$ cat config.mk
export PLATFORM = sky130hd
export DESIGN_NAME = rsa_blind_signature_modular_unit
export DESIGN_NICKNAME = d
export VERILOG_FILES = /design/src/hdl/rbsm_pkg.sv /design/src/hdl/rbsm_cell.sv /design/src/hdl/rbsm_div.sv /design/src/hdl/rbsm_mul.sv /design/src/hdl/rsa_blind_signature_modular_unit.sv
export SDC_FILE = /design/constraint.sdc
export NUM_CORES = 2
export LEC_CHECK = 0
export BUFFER_PORTS_ARGS = -buffer_cell sky130_fd_sc_hd__buf_4
export CELL_PAD_IN_SITES_DETAIL_PLACEMENT = 1
export CELL_PAD_IN_SITES_GLOBAL_PLACEMENT = 1
export CORE_UTILIZATION = 40
export DETAILED_ROUTE_END_ITERATION = 8
export PLACE_DENSITY_LB_ADDON = 0.12
export SLEW_MARGIN = 40
export SYNTH_ARGS = -nofsm -noshare
export SYNTH_HDL_FRONTEND = slang
export SYNTH_SLANG_ARGS = --single-unit
export TNS_END_PERCENT = 50
$ cat constraint.sdc
create_clock -name i_clk -period 9.9 [get_ports i_clk]
set_input_delay 1.98 -clock i_clk [delete_from_list [all_inputs] [get_ports i_clk]]
set_output_delay 1.98 -clock i_clk [all_outputs]
set_load 0.03 [all_outputs]
$ cat src/hdl/rbsm_pkg.sv
// ----------------------------------------------------------------------------
// rbsm_pkg
// Shared operation codes and configuration register indexes.
// ----------------------------------------------------------------------------
package rbsm_pkg;

    typedef logic [1:0] t_op;

    localparam t_op OP_BLIND   = 2'd0;
    localparam t_op OP_SIGN    = 2'd1;
    localparam t_op OP_UNBLIND = 2'd2;
    localparam t_op OP_VERIFY  = 2'd3;

    typedef logic [1:0] t_reg_idx;

    localparam t_reg_idx REG_MODULUS = 2'd0;
    localparam t_reg_idx REG_PUB_EXP = 2'd1;
    localparam t_reg_idx REG_PRV_EXP = 2'd2;

endpackage

$ cat src/hdl/rbsm_cell.sv
// ----------------------------------------------------------------------------
// rbsm_cell
// One bit cell of a shift chain: parallel load or take the neighbor's bit.
// ----------------------------------------------------------------------------
module rbsm_cell (
    input  logic i_clk,
    input  logic i_load,
    input  logic i_load_bit,
    input  logic i_shift,
    input  logic i_shift_bit,
    output logic o_bit
);

    logic r_bit;

    always_ff @(posedge i_clk) begin
        if (i_load) begin
            r_bit <= i_load_bit;
        end else if (i_shift) begin
            r_bit <= i_shift_bit;
        end
    end

    assign o_bit = r_bit;

endmodule

$ cat src/hdl/rbsm_div.sv
// ----------------------------------------------------------------------------
// rbsm_div
// Bit-serial restoring divider producing quotient and remainder.
// ----------------------------------------------------------------------------
module rbsm_div #(
    parameter int WIDTH = 32
) (
    input  logic             i_clk,
    input  logic             i_rst_n,
    input  logic             i_start,
    input  logic [WIDTH-1:0] i_dividend,
    input  logic [WIDTH-1:0] i_divisor,
    output logic             o_done,
    output logic [WIDTH-1:0] o_quot,
    output logic [WIDTH-1:0] o_rem
);

    localparam int CW = $clog2(WIDTH);

    logic             r_busy;
    logic             r_done;
    logic [CW-1:0]    r_cnt;
    logic [WIDTH-1:0] r_rem;
    logic [WIDTH-1:0] r_d;
    logic [WIDTH-1:0] w_bit;
    logic [WIDTH:0]   w_trial;
    logic             w_ge;
    logic [WIDTH:0]   w_next;

    assign w_trial = {r_rem, w_bit[WIDTH-1]};
    assign w_ge    = (w_trial >= {1'b0, r_d});
    assign w_next  = w_ge ? (w_trial - {1'b0, r_d}) : w_trial;

    genvar g;
    generate
        for (g = 0; g < WIDTH; g++) begin : g_cell
            rbsm_cell u_cell (
                .i_clk       (i_clk),
                .i_load      (i_start),
                .i_load_bit  (i_dividend[g]),
                .i_shift     (r_busy),
                .i_shift_bit ((g == 0) ? w_ge : w_bit[(g == 0) ? 0 : g-1]),
                .o_bit       (w_bit[g])
            );
        end
    endgenerate

    always_ff @(posedge i_clk) begin
        if (!i_rst_n) begin
            r_busy <= 1'b0;
            r_done <= 1'b0;
            r_cnt  <= '0;
        end else begin
            r_done <= 1'b0;
            if (i_start) begin
                r_busy <= 1'b1;
                r_cnt  <= '0;
            end else if (r_busy) begin
                r_cnt <= r_cnt + 1'b1;
                if (r_cnt == CW'(WIDTH-1)) begin
                    r_busy <= 1'b0;
                    r_done <= 1'b1;
                end
            end
        end
    end

    always_ff @(posedge i_clk) begin
        if (i_start) begin
            r_rem <= '0;
            r_d   <= i_divisor;
        end else if (r_busy) begin
            r_rem <= w_next[WIDTH-1:0];
        end
    end

    assign o_done = r_done;
    assign o_quot = w_bit;
    assign o_rem  = r_rem;

endmodule

$ cat src/hdl/rbsm_mul.sv
// ----------------------------------------------------------------------------
// rbsm_mul
// Bit-serial modular multiplier, double-and-add MSB first.
// ----------------------------------------------------------------------------
module rbsm_mul #(
    parameter int WIDTH = 32
) (
    input  logic             i_clk,
    input  logic             i_rst_n,
    input  logic             i_start,
    input  logic [WIDTH-1:0] i_a,
    input  logic [WIDTH-1:0] i_b,
    input  logic [WIDTH-1:0] i_n,
    output logic             o_done,
    output logic [WIDTH-1:0] o_prod
);

    localparam int CW = $clog2(WIDTH);

    logic             r_busy;
    logic             r_done;
    logic [CW-1:0]    r_cnt;
    logic [WIDTH-1:0] r_acc;
    logic [WIDTH-1:0] r_a;
    logic [WIDTH-1:0] r_n;
    logic [WIDTH-1:0] w_bit;
    logic [WIDTH:0]   w_dbl;
    logic [WIDTH:0]   w_dbl_r;
    logic [WIDTH:0]   w_sum;
    logic [WIDTH:0]   w_sum_r;

    assign w_dbl   = {r_acc, 1'b0};
    assign w_dbl_r = (w_dbl >= {1'b0, r_n}) ? (w_dbl - {1'b0, r_n}) : w_dbl;
    assign w_sum   = {1'b0, w_dbl_r[WIDTH-1:0]} + {1'b0, r_a};
    assign w_sum_r = (w_sum >= {1'b0, r_n}) ? (w_sum - {1'b0, r_n}) : w_sum;

    genvar g;
    generate
        for (g = 0; g < WIDTH; g++) begin : g_cell
            rbsm_cell u_cell (
                .i_clk       (i_clk),
                .i_load      (i_start),
                .i_load_bit  (i_b[g]),
                .i_shift     (r_busy),
                .i_shift_bit ((g == 0) ? 1'b0 : w_bit[(g == 0) ? 0 : g-1]),
                .o_bit       (w_bit[g])
            );
        end
    endgenerate

    always_ff @(posedge i_clk) begin
        if (!i_rst_n) begin
            r_busy <= 1'b0;
            r_done <= 1'b0;
            r_cnt  <= '0;
        end else begin
            r_done <= 1'b0;
            if (i_start) begin
                r_busy <= 1'b1;
                r_cnt  <= '0;
            end else if (r_busy) begin
                r_cnt <= r_cnt + 1'b1;
                if (r_cnt == CW'(WIDTH-1)) begin
                    r_busy <= 1'b0;
                    r_done <= 1'b1;
                end
            end
        end
    end

    always_ff @(posedge i_clk) begin
        if (i_start) begin
            r_acc <= '0;
            r_a   <= i_a;
            r_n   <= i_n;
        end else if (r_busy) begin
            r_acc <= w_bit[WIDTH-1] ? w_sum_r[WIDTH-1:0] : w_dbl_r[WIDTH-1:0];
        end
    end

    assign o_done = r_done;
    assign o_prod = r_acc;

endmodule

$ cat src/hdl/rsa_blind_signature_modular_unit.sv
// ----------------------------------------------------------------------------
// rsa_blind_signature_modular_unit
// Modular engine for RSA blind signatures: blind, sign, unblind, verify.
// ----------------------------------------------------------------------------
// Usage:
//   Input channel (i_in_valid / o_in_ready) carries operation, value, salt.
//   Output channel (o_out_valid / i_out_ready) returns result and status,
//   one transaction per input transaction, in order.
//   Config channel (i_cfg_valid / o_cfg_ready) writes modulus (0), public
//   exponent (1) and private exponent (2); other indexes are dropped.
// Datapath: every modular multiply or reduction runs on a bit-serial unit
//   that shifts its operand through a row of WIDTH bit cells, one bit per
//   cycle. A power takes WIDTH squarings plus one multiply per set exponent
//   bit. Unblind costs one divide and one multiply per Euclid step. One item
//   is processed at a time.
// Reset: registers return to modulus 35, both exponents 5; no item pending.
// Stall: a finished result sits in the output register; the next item is
//   accepted and worked on, and waits before finishing until it is taken.
// ----------------------------------------------------------------------------
module rsa_blind_signature_modular_unit #(
    parameter int WIDTH = 32
) (
    input  logic             i_clk,
    input  logic             i_rst_n,
    input  logic             i_in_valid,
    output logic             o_in_ready,
    input  logic [1:0]       i_operation,
    input  logic [WIDTH-1:0] i_value,
    input  logic [WIDTH-1:0] i_salt,
    output logic             o_out_valid,
    input  logic             i_out_ready,
    output logic [WIDTH-1:0] o_result,
    output logic             o_status,
    input  logic             i_cfg_valid,
    output logic             o_cfg_ready,
    input  logic [1:0]       i_cfg_index,
    input  logic [WIDTH-1:0] i_cfg_data
);

    localparam int CW = $clog2(WIDTH);

    localparam logic [3:0] S_IDLE = 4'd0;
    localparam logic [3:0] S_RV   = 4'd1;
    localparam logic [3:0] S_RS   = 4'd2;
    localparam logic [3:0] S_PSQ  = 4'd3;
    localparam logic [3:0] S_PMUL = 4'd4;
    localparam logic [3:0] S_FMUL = 4'd5;
    localparam logic [3:0] S_ECHK = 4'd6;
    localparam logic [3:0] S_EDIV = 4'd7;
    localparam logic [3:0] S_EMUL = 4'd8;
    localparam logic [3:0] S_DONE = 4'd9;

    logic [3:0]       r_state, n_state;
    logic             r_go, n_go;
    logic [WIDTH-1:0] r_mod, r_pub, r_prv;
    rbsm_pkg::t_op    r_op, n_op;
    logic [WIDTH-1:0] r_val, n_val;
    logic [WIDTH-1:0] r_salt, n_salt;
    logic [WIDTH-1:0] r_v, n_v;
    logic [WIDTH-1:0] r_acc, n_acc;
    logic [WIDTH-1:0] r_base, n_base;
    logic [WIDTH-1:0] r_exp, n_exp;
    logic [CW-1:0]    r_cnt, n_cnt;
    logic [WIDTH-1:0] r_r0, n_r0, r_r1, n_r1, r_t0, n_t0, r_t1, n_t1;
    logic [WIDTH-1:0] r_q, n_q, r_rn, n_rn;
    logic [WIDTH-1:0] r_res, n_res;
    logic             r_stat, n_stat;
    logic             r_ovalid;
    logic [WIDTH-1:0] r_ores;
    logic             r_ostat;

    logic [WIDTH-1:0] w_one;
    logic             w_mul_done, w_div_done;
    logic [WIDTH-1:0] w_prod, w_quot, w_rem;
    logic [WIDTH-1:0] w_ma, w_mb, w_da, w_dd;
    logic             w_load_out;
    logic             w_accept;

    assign w_one      = (r_mod == WIDTH'(1)) ? '0 : WIDTH'(1);
    assign w_accept   = i_in_valid && o_in_ready;
    assign w_load_out = (r_state == S_DONE) && (!r_ovalid || i_out_ready);

    always_comb begin
        case (r_state)
            S_PSQ:   begin w_ma = r_acc;  w_mb = r_acc; end
            S_PMUL:  begin w_ma = r_base; w_mb = r_acc; end
            S_FMUL:  begin w_ma = r_v;    w_mb = r_acc; end
            default: begin w_ma = r_t1;   w_mb = r_q;   end
        endcase
        case (r_state)
            S_RV:    begin w_da = r_val;  w_dd = r_mod; end
            S_RS:    begin w_da = r_salt; w_dd = r_mod; end
            default: begin w_da = r_r0;   w_dd = r_r1;  end
        endcase
    end

    rbsm_mul #(.WIDTH(WIDTH)) u_mul (
        .i_clk   (i_clk),
        .i_rst_n (i_rst_n),
        .i_start (r_go && (r_state inside {S_PSQ, S_PMUL, S_FMUL, S_EMUL})),
        .i_a     (w_ma),
        .i_b     (w_mb),
        .i_n     (r_mod),
        .o_done  (w_mul_done),
        .o_prod  (w_prod)
    );

    rbsm_div #(.WIDTH(WIDTH)) u_div (
        .i_clk      (i_clk),
        .i_rst_n    (i_rst_n),
        .i_start    (r_go && (r_state inside {S_RV, S_RS, S_EDIV})),
        .i_dividend (w_da),
        .i_divisor  (w_dd),
        .o_done     (w_div_done),
        .o_quot     (w_quot),
        .o_rem      (w_rem)
    );

    always_comb begin
        n_state = r_state;
        n_go    = 1'b0;
        n_op    = r_op;
        n_val   = r_val;
        n_salt  = r_salt;
        n_v     = r_v;
        n_acc   = r_acc;
        n_base  = r_base;
        n_exp   = r_exp;
        n_cnt   = r_cnt;
        n_r0    = r_r0;
        n_r1    = r_r1;
        n_t0    = r_t0;
        n_t1    = r_t1;
        n_q     = r_q;
        n_rn    = r_rn;
        n_res   = r_res;
        n_stat  = r_stat;
        case (r_state)
            S_IDLE: begin
                if (w_accept) begin
                    n_op   = i_operation;
                    n_val  = i_value;
                    n_salt = i_salt;
                    n_res  = '0;
                    n_stat = 1'b0;
                    if (r_mod == '0) begin
                        n_state = S_DONE;
                    end else begin
                        n_state = S_RV;
                        n_go    = 1'b1;
                    end
                end
            end
            S_RV: begin
                if (w_div_done) begin
                    n_v = w_rem;
                    if (r_op inside {rbsm_pkg::OP_BLIND, rbsm_pkg::OP_UNBLIND}) begin
                        n_state = S_RS;
                        n_go    = 1'b1;
                    end else begin
                        n_base  = w_rem;
                        n_acc   = w_one;
                        n_cnt   = '0;
                        n_exp   = (r_op == rbsm_pkg::OP_SIGN) ? r_prv : r_pub;
                        n_state = S_PSQ;
                        n_go    = 1'b1;
                    end
                end
            end
            S_RS: begin
                if (w_div_done) begin
                    if (r_op == rbsm_pkg::OP_BLIND) begin
                        n_base  = w_rem;
                        n_acc   = w_one;
                        n_cnt   = '0;
                        n_exp   = r_pub;
                        n_state = S_PSQ;
                        n_go    = 1'b1;
                    end else begin
                        n_r0    = r_mod;
                        n_r1    = w_rem;
                        n_t0    = '0;
                        n_t1    = w_one;
                        n_state = S_ECHK;
                    end
                end
            end
            S_PSQ, S_PMUL: begin
                if (w_mul_done) begin
                    n_acc = w_prod;
                    if (r_state == S_PSQ && r_exp[WIDTH-1]) begin
                        n_state = S_PMUL;
                        n_go    = 1'b1;
                    end else begin
                        n_exp = {r_exp[WIDTH-2:0], 1'b0};
                        n_cnt = r_cnt + 1'b1;
                        n_go  = 1'b1;
                        if (r_cnt == CW'(WIDTH-1)) begin
                            if (r_op == rbsm_pkg::OP_BLIND) begin
                                n_state = S_FMUL;
                            end else begin
                                n_res   = w_prod;
                                n_state = S_DONE;
                                n_go    = 1'b0;
                            end
                        end else begin
                            n_state = S_PSQ;
                        end
                    end
                end
            end
            S_FMUL: begin
                if (w_mul_done) begin
                    n_res   = w_prod;
                    n_state = S_DONE;
                end
            end
            S_ECHK: begin
                if (r_r1 == '0) begin
                    if (r_r0 == WIDTH'(1)) begin
                        n_acc   = r_t0;
                        n_state = S_FMUL;
                        n_go    = 1'b1;
                    end else begin
                        n_res   = '0;
                        n_stat  = 1'b1;
                        n_state = S_DONE;
                    end
                end else begin
                    n_state = S_EDIV;
                    n_go    = 1'b1;
                end
            end
            S_EDIV: begin
                if (w_div_done) begin
                    n_q     = (w_quot >= r_mod) ? (w_quot - r_mod) : w_quot;
                    n_rn    = w_rem;
                    n_state = S_EMUL;
                    n_go    = 1'b1;
                end
            end
            S_EMUL: begin
                if (w_mul_done) begin
                    n_t1    = (r_t0 >= w_prod) ? (r_t0 - w_prod)
                                               : (r_t0 + (r_mod - w_prod));
                    n_t0    = r_t1;
                    n_r0    = r_r1;
                    n_r1    = r_rn;
                    n_state = S_ECHK;
                end
            end
            S_DONE: begin
                if (w_load_out) begin
                    n_state = S_IDLE;
                end
            end
            default: begin
                n_state = S_IDLE;
            end
        endcase
    end

    always_ff @(posedge i_clk) begin
        if (!i_rst_n) begin
            r_state  <= S_IDLE;
            r_go     <= 1'b0;
            r_ovalid <= 1'b0;
            r_mod    <= WIDTH'(35);
            r_pub    <= WIDTH'(5);
            r_prv    <= WIDTH'(5);
        end else begin
            r_state <= n_state;
            r_go    <= n_go;
            if (w_load_out) begin
                r_ovalid <= 1'b1;
            end else if (i_out_ready) begin
                r_ovalid <= 1'b0;
            end
            if (i_cfg_valid && o_cfg_ready) begin
                case (i_cfg_index)
                    rbsm_pkg::REG_MODULUS: r_mod <= i_cfg_data;
                    rbsm_pkg::REG_PUB_EXP: r_pub <= i_cfg_data;
                    rbsm_pkg::REG_PRV_EXP: r_prv <= i_cfg_data;
                    default: ;
                endcase
            end
        end
    end

    always_ff @(posedge i_clk) begin
        r_op   <= n_op;
        r_val  <= n_val;
        r_salt <= n_salt;
        r_v    <= n_v;
        r_acc  <= n_acc;
        r_base <= n_base;
        r_exp  <= n_exp;
        r_cnt  <= n_cnt;
        r_r0   <= n_r0;
        r_r1   <= n_r1;
        r_t0   <= n_t0;
        r_t1   <= n_t1;
        r_q    <= n_q;
        r_rn   <= n_rn;
        r_res  <= n_res;
        r_stat <= n_stat;
        if (w_load_out) begin
            r_ores  <= r_res;
            r_ostat <= r_stat;
        end
    end

    assign o_in_ready  = (r_state == S_IDLE);
    assign o_out_valid = r_ovalid;
    assign o_result    = r_ores;
    assign o_status    = r_ostat;
    assign o_cfg_ready = 1'b1;

endmodule

==> run_results.csv <==
group,metric,value,unit
route,drc,0,
logic_synthesis,syn_inst,4521,
run,cap_violations,0,
logic_synthesis,synth_edf_count,617,
floorplanning,fp.coreArea,110000,sq um
sta,maxClockFrequency,116,MHz
route,antenna_left,0,
cells_and_area,finalNetCount,4998,
critical_path,reg2reg_slack,1.30,ns
cts,clk_pin_slew,0.07,ns
grt,use_met3,3.09,%
grt,grtUsageMet2,44.8,%
cts,clk-insertion-delay-late,0.70,ns
grt,grt_util_all_layers,28.2,%
power_and_ir_drop,p_leak,19.7,nW
route,first_pass_iters,8,
cts,cts-resized-gates,0,
floorplanning,ios,141,
power_and_ir_drop,p_sw,8.35,mW
critical_path,cp-end-kind,"flop",
power_and_ir_drop,irDropWorstVdd,0.174,mV
grt,antenna_found_initial,5,
critical_path,critPathLaunchType,"flop",
placed_design,hpwl,120,mm
grt,grt-busiest-layer,"met2",
critical_path,worst_r2r_endpoint,"u_mul.o_prod[17]",
cells_and_area,utilization,46.1,%
cells_and_area,layout_common_cells,"670 x nand2_1, 617 x edfxtp_1, 403 x a21oi_1",
logic_synthesis,syn_area_per_cell,9.84,sq um
cts,cts_hold_buf,0,
cts,cts_root_buffer,"clkbuf_16",
critical_path,reg2reg_depth,31,
critical_path,cp_max_fo,33,
critical_path,critPathBufInv,3,
cts,clockBufferDepth,3,
floorplanning,rows,121,
logic_synthesis,async_reset_ff_share,0,%
logic_synthesis,ys_seq_elements,797,
critical_path,slowest_delay,0.57,ns
sta,fin_crit,8.60,ns
floorplanning,die_y,336,um
cts,cts.htree.levels,3,
placed_design,portBuffers,139,
sta,fin_crit_sh,86.9,%
cts,tritoncts,"built",
grt,overflow,0,
power_and_ir_drop,internal-power,9.94,mW
power_and_ir_drop,power.share.clock,19.1,%
sta,hold_viol,0,
cts,cts_num_sinks,797,
critical_path,cp.depth,31,
cells_and_area,n_fill_cell,12300,
logic_synthesis,yosysSeqAreaShare,49.7,%
logic_synthesis,syn_area,44500,sq um
critical_path,cp_top_family,"compound AO/OA/AOI/OAI gates",
sta,finalMaxSlewViolations,0,
cells_and_area,final_common_cell,"nand2_1",
grt,groute.layer.met1.usage,39.8,%
power_and_ir_drop,switching_share,45.6,%
logic_synthesis,syn-num-nets,4892,
power_and_ir_drop,p_per_area,362,nW/um^2
critical_path,endpoint,"u_mul.o_prod[17]",
sta,max-slew-margin-rel,41.9,%
sta,setup_violations,0,
logic_synthesis,ys_warn_count,0,
sta,skew,0.0489,ns
critical_path,cp.required,10.44,ns
logic_synthesis,ys.flop_type,"edfxtp_1",
min_path,hold_path.class,"reg -> reg",
critical_path,r2r-start,"u_mul.o_prod[0]",
run_status,status,"completed",
floorplanning,start_util,40.6,%
sta,tns,0,ns
floorplanning,dieArea,113000,sq um
grt,grt_pass1_wl,236,mm
route,initialDrtViolationCount,3185,
critical_path,critPathLaunch,"u_mul.o_prod[0]",
critical_path,cp_slowest_cell,"or4_1",
cts,post_cts_buffers,0,
power_and_ir_drop,pwr-share-seq,26.7,%
route,num_vias,35600,
power_and_ir_drop,p_comb_share,54.2,%
grt,grt_max_degree,97,
cells_and_area,drive_above_1_share,9.29,%
cells_and_area,syn_to_final_growth,13.5,%
route,wl,160,mm
route,routedWlPerCell,25.9,um
sta,rsz0062_at_grt,"no",
critical_path,crit_type,"reg -> reg",
floorplanning,die_x,336,um
grt,grt_pass1_vias,36000,
placed_design,gp_congestion,0.956,
cts,tritoncts.num_buffers,92,
sta,worstMarginPinSlew,0.866,ns
route,via_per_inst,5.76,
logic_synthesis,yosysUniqueCellTypes,89,
critical_path,crit_arrival,9.14,ns
## how the worst min path moves through the flow
stage                     startpoint      endpoint  cells past startpoint
after floorplan             r_res[0]   o_result[0]                      0
after global placement     r_res[23]  o_result[23]                      0
after detailed placement   r_res[25]  o_result[25]                      0
after CTS                   r_res[9]   o_result[9]                      0
after global routing       r_res[24]  o_result[24]                      0
final                      r_res[27]  o_result[27]                      0
## cell type report
class	count	area, sq um	share of cell area, %
multi-input combinational	3206	20600	40.7
inverter	313	1180	2.34
sequential	797	22100	43.8
clock inverter	47	528	1.05
timing repair buffer	217	1720	3.41
tap	1476	1850	3.66
clock buffer	124	2520	5.00
antenna	2	5.00	0.00991
## synth_stat cells (42+ instances only)
library cell	n	area, sq um
edfxtp_1	617	18500
inv_1	311	1170
nand3_1	71	355
a31oi_1	89	557
xnor2_1	122	1070
clkbuf_1	167	627
nand2_1	671	2520
ha_1	229	2870
a21oi_1	404	2020
mux2i_1	47	470
nor3_1	50	250
o21ai_0	258	1290
nand2b_1	42	263
xor2_1	71	622
dfxtp_1	180	3600
nor2_1	311	1170
a211oi_1	43	323
and2_1	58	363
a21o_1	101	758
a22oi_1	57	428
## stage by stage
stage | setup WS [ns] | total power, mW | std cells | cell area (sq um) | hold WS, ns
after detailed placement | 1.42 | 14.6 | 6008 | 47400 | 0.405
after global placement | 1.51 | 14.6 | 6003 | 47300 | 0.403
after global routing | 0.883 | 19.4 | 6180 | 50500 | 0.422
final | 1.30 | 18.3 | 6182 | 50500 | 0.418
after floorplan | 1.89 | 11.6 | 4521 | 44500 | 0.400
after CTS | 1.35 | 18.2 | 6179 | 50500 | 0.418
## metal layers
metal	share of wire, %	routed length [um]	up-vias
li1	-	-	16600
met1	46	73800	17900
met2	45	72500	943
met3	4.9	7790	200
met4	3.6	5820	0
met5	0	0	-
## power groups by stage
stage | combinational, mW | clock (mW) | sequential (mW)
floorplan | 6.85 | 0 | 4.73
global placement | 9.67 | 0 | 4.93
detailed placement | 9.69 | 0 | 4.94
CTS | 9.79 | 3.56 | 4.88
global route | 10.8 | 3.67 | 4.94
finish | 9.91 | 3.49 | 4.89
## logic make-up (layout without fill, tap and decap cells)
kind of cell	count (synthesis)	after routing	share of synthesized area, %
AOI/OAI and AO/OA	1301	1301	18.7
DFF	797	797	49.7
adders and majority gates	266	266	8.10
other	1	3	0.00843
and+or+nand+nor	1383	1383	13.7
buffers and inverters	518	701	4.49
xor gates and xnor gates	193	193	3.80
muxes	62	62	1.44
Power figures use the tool's default switching activity.
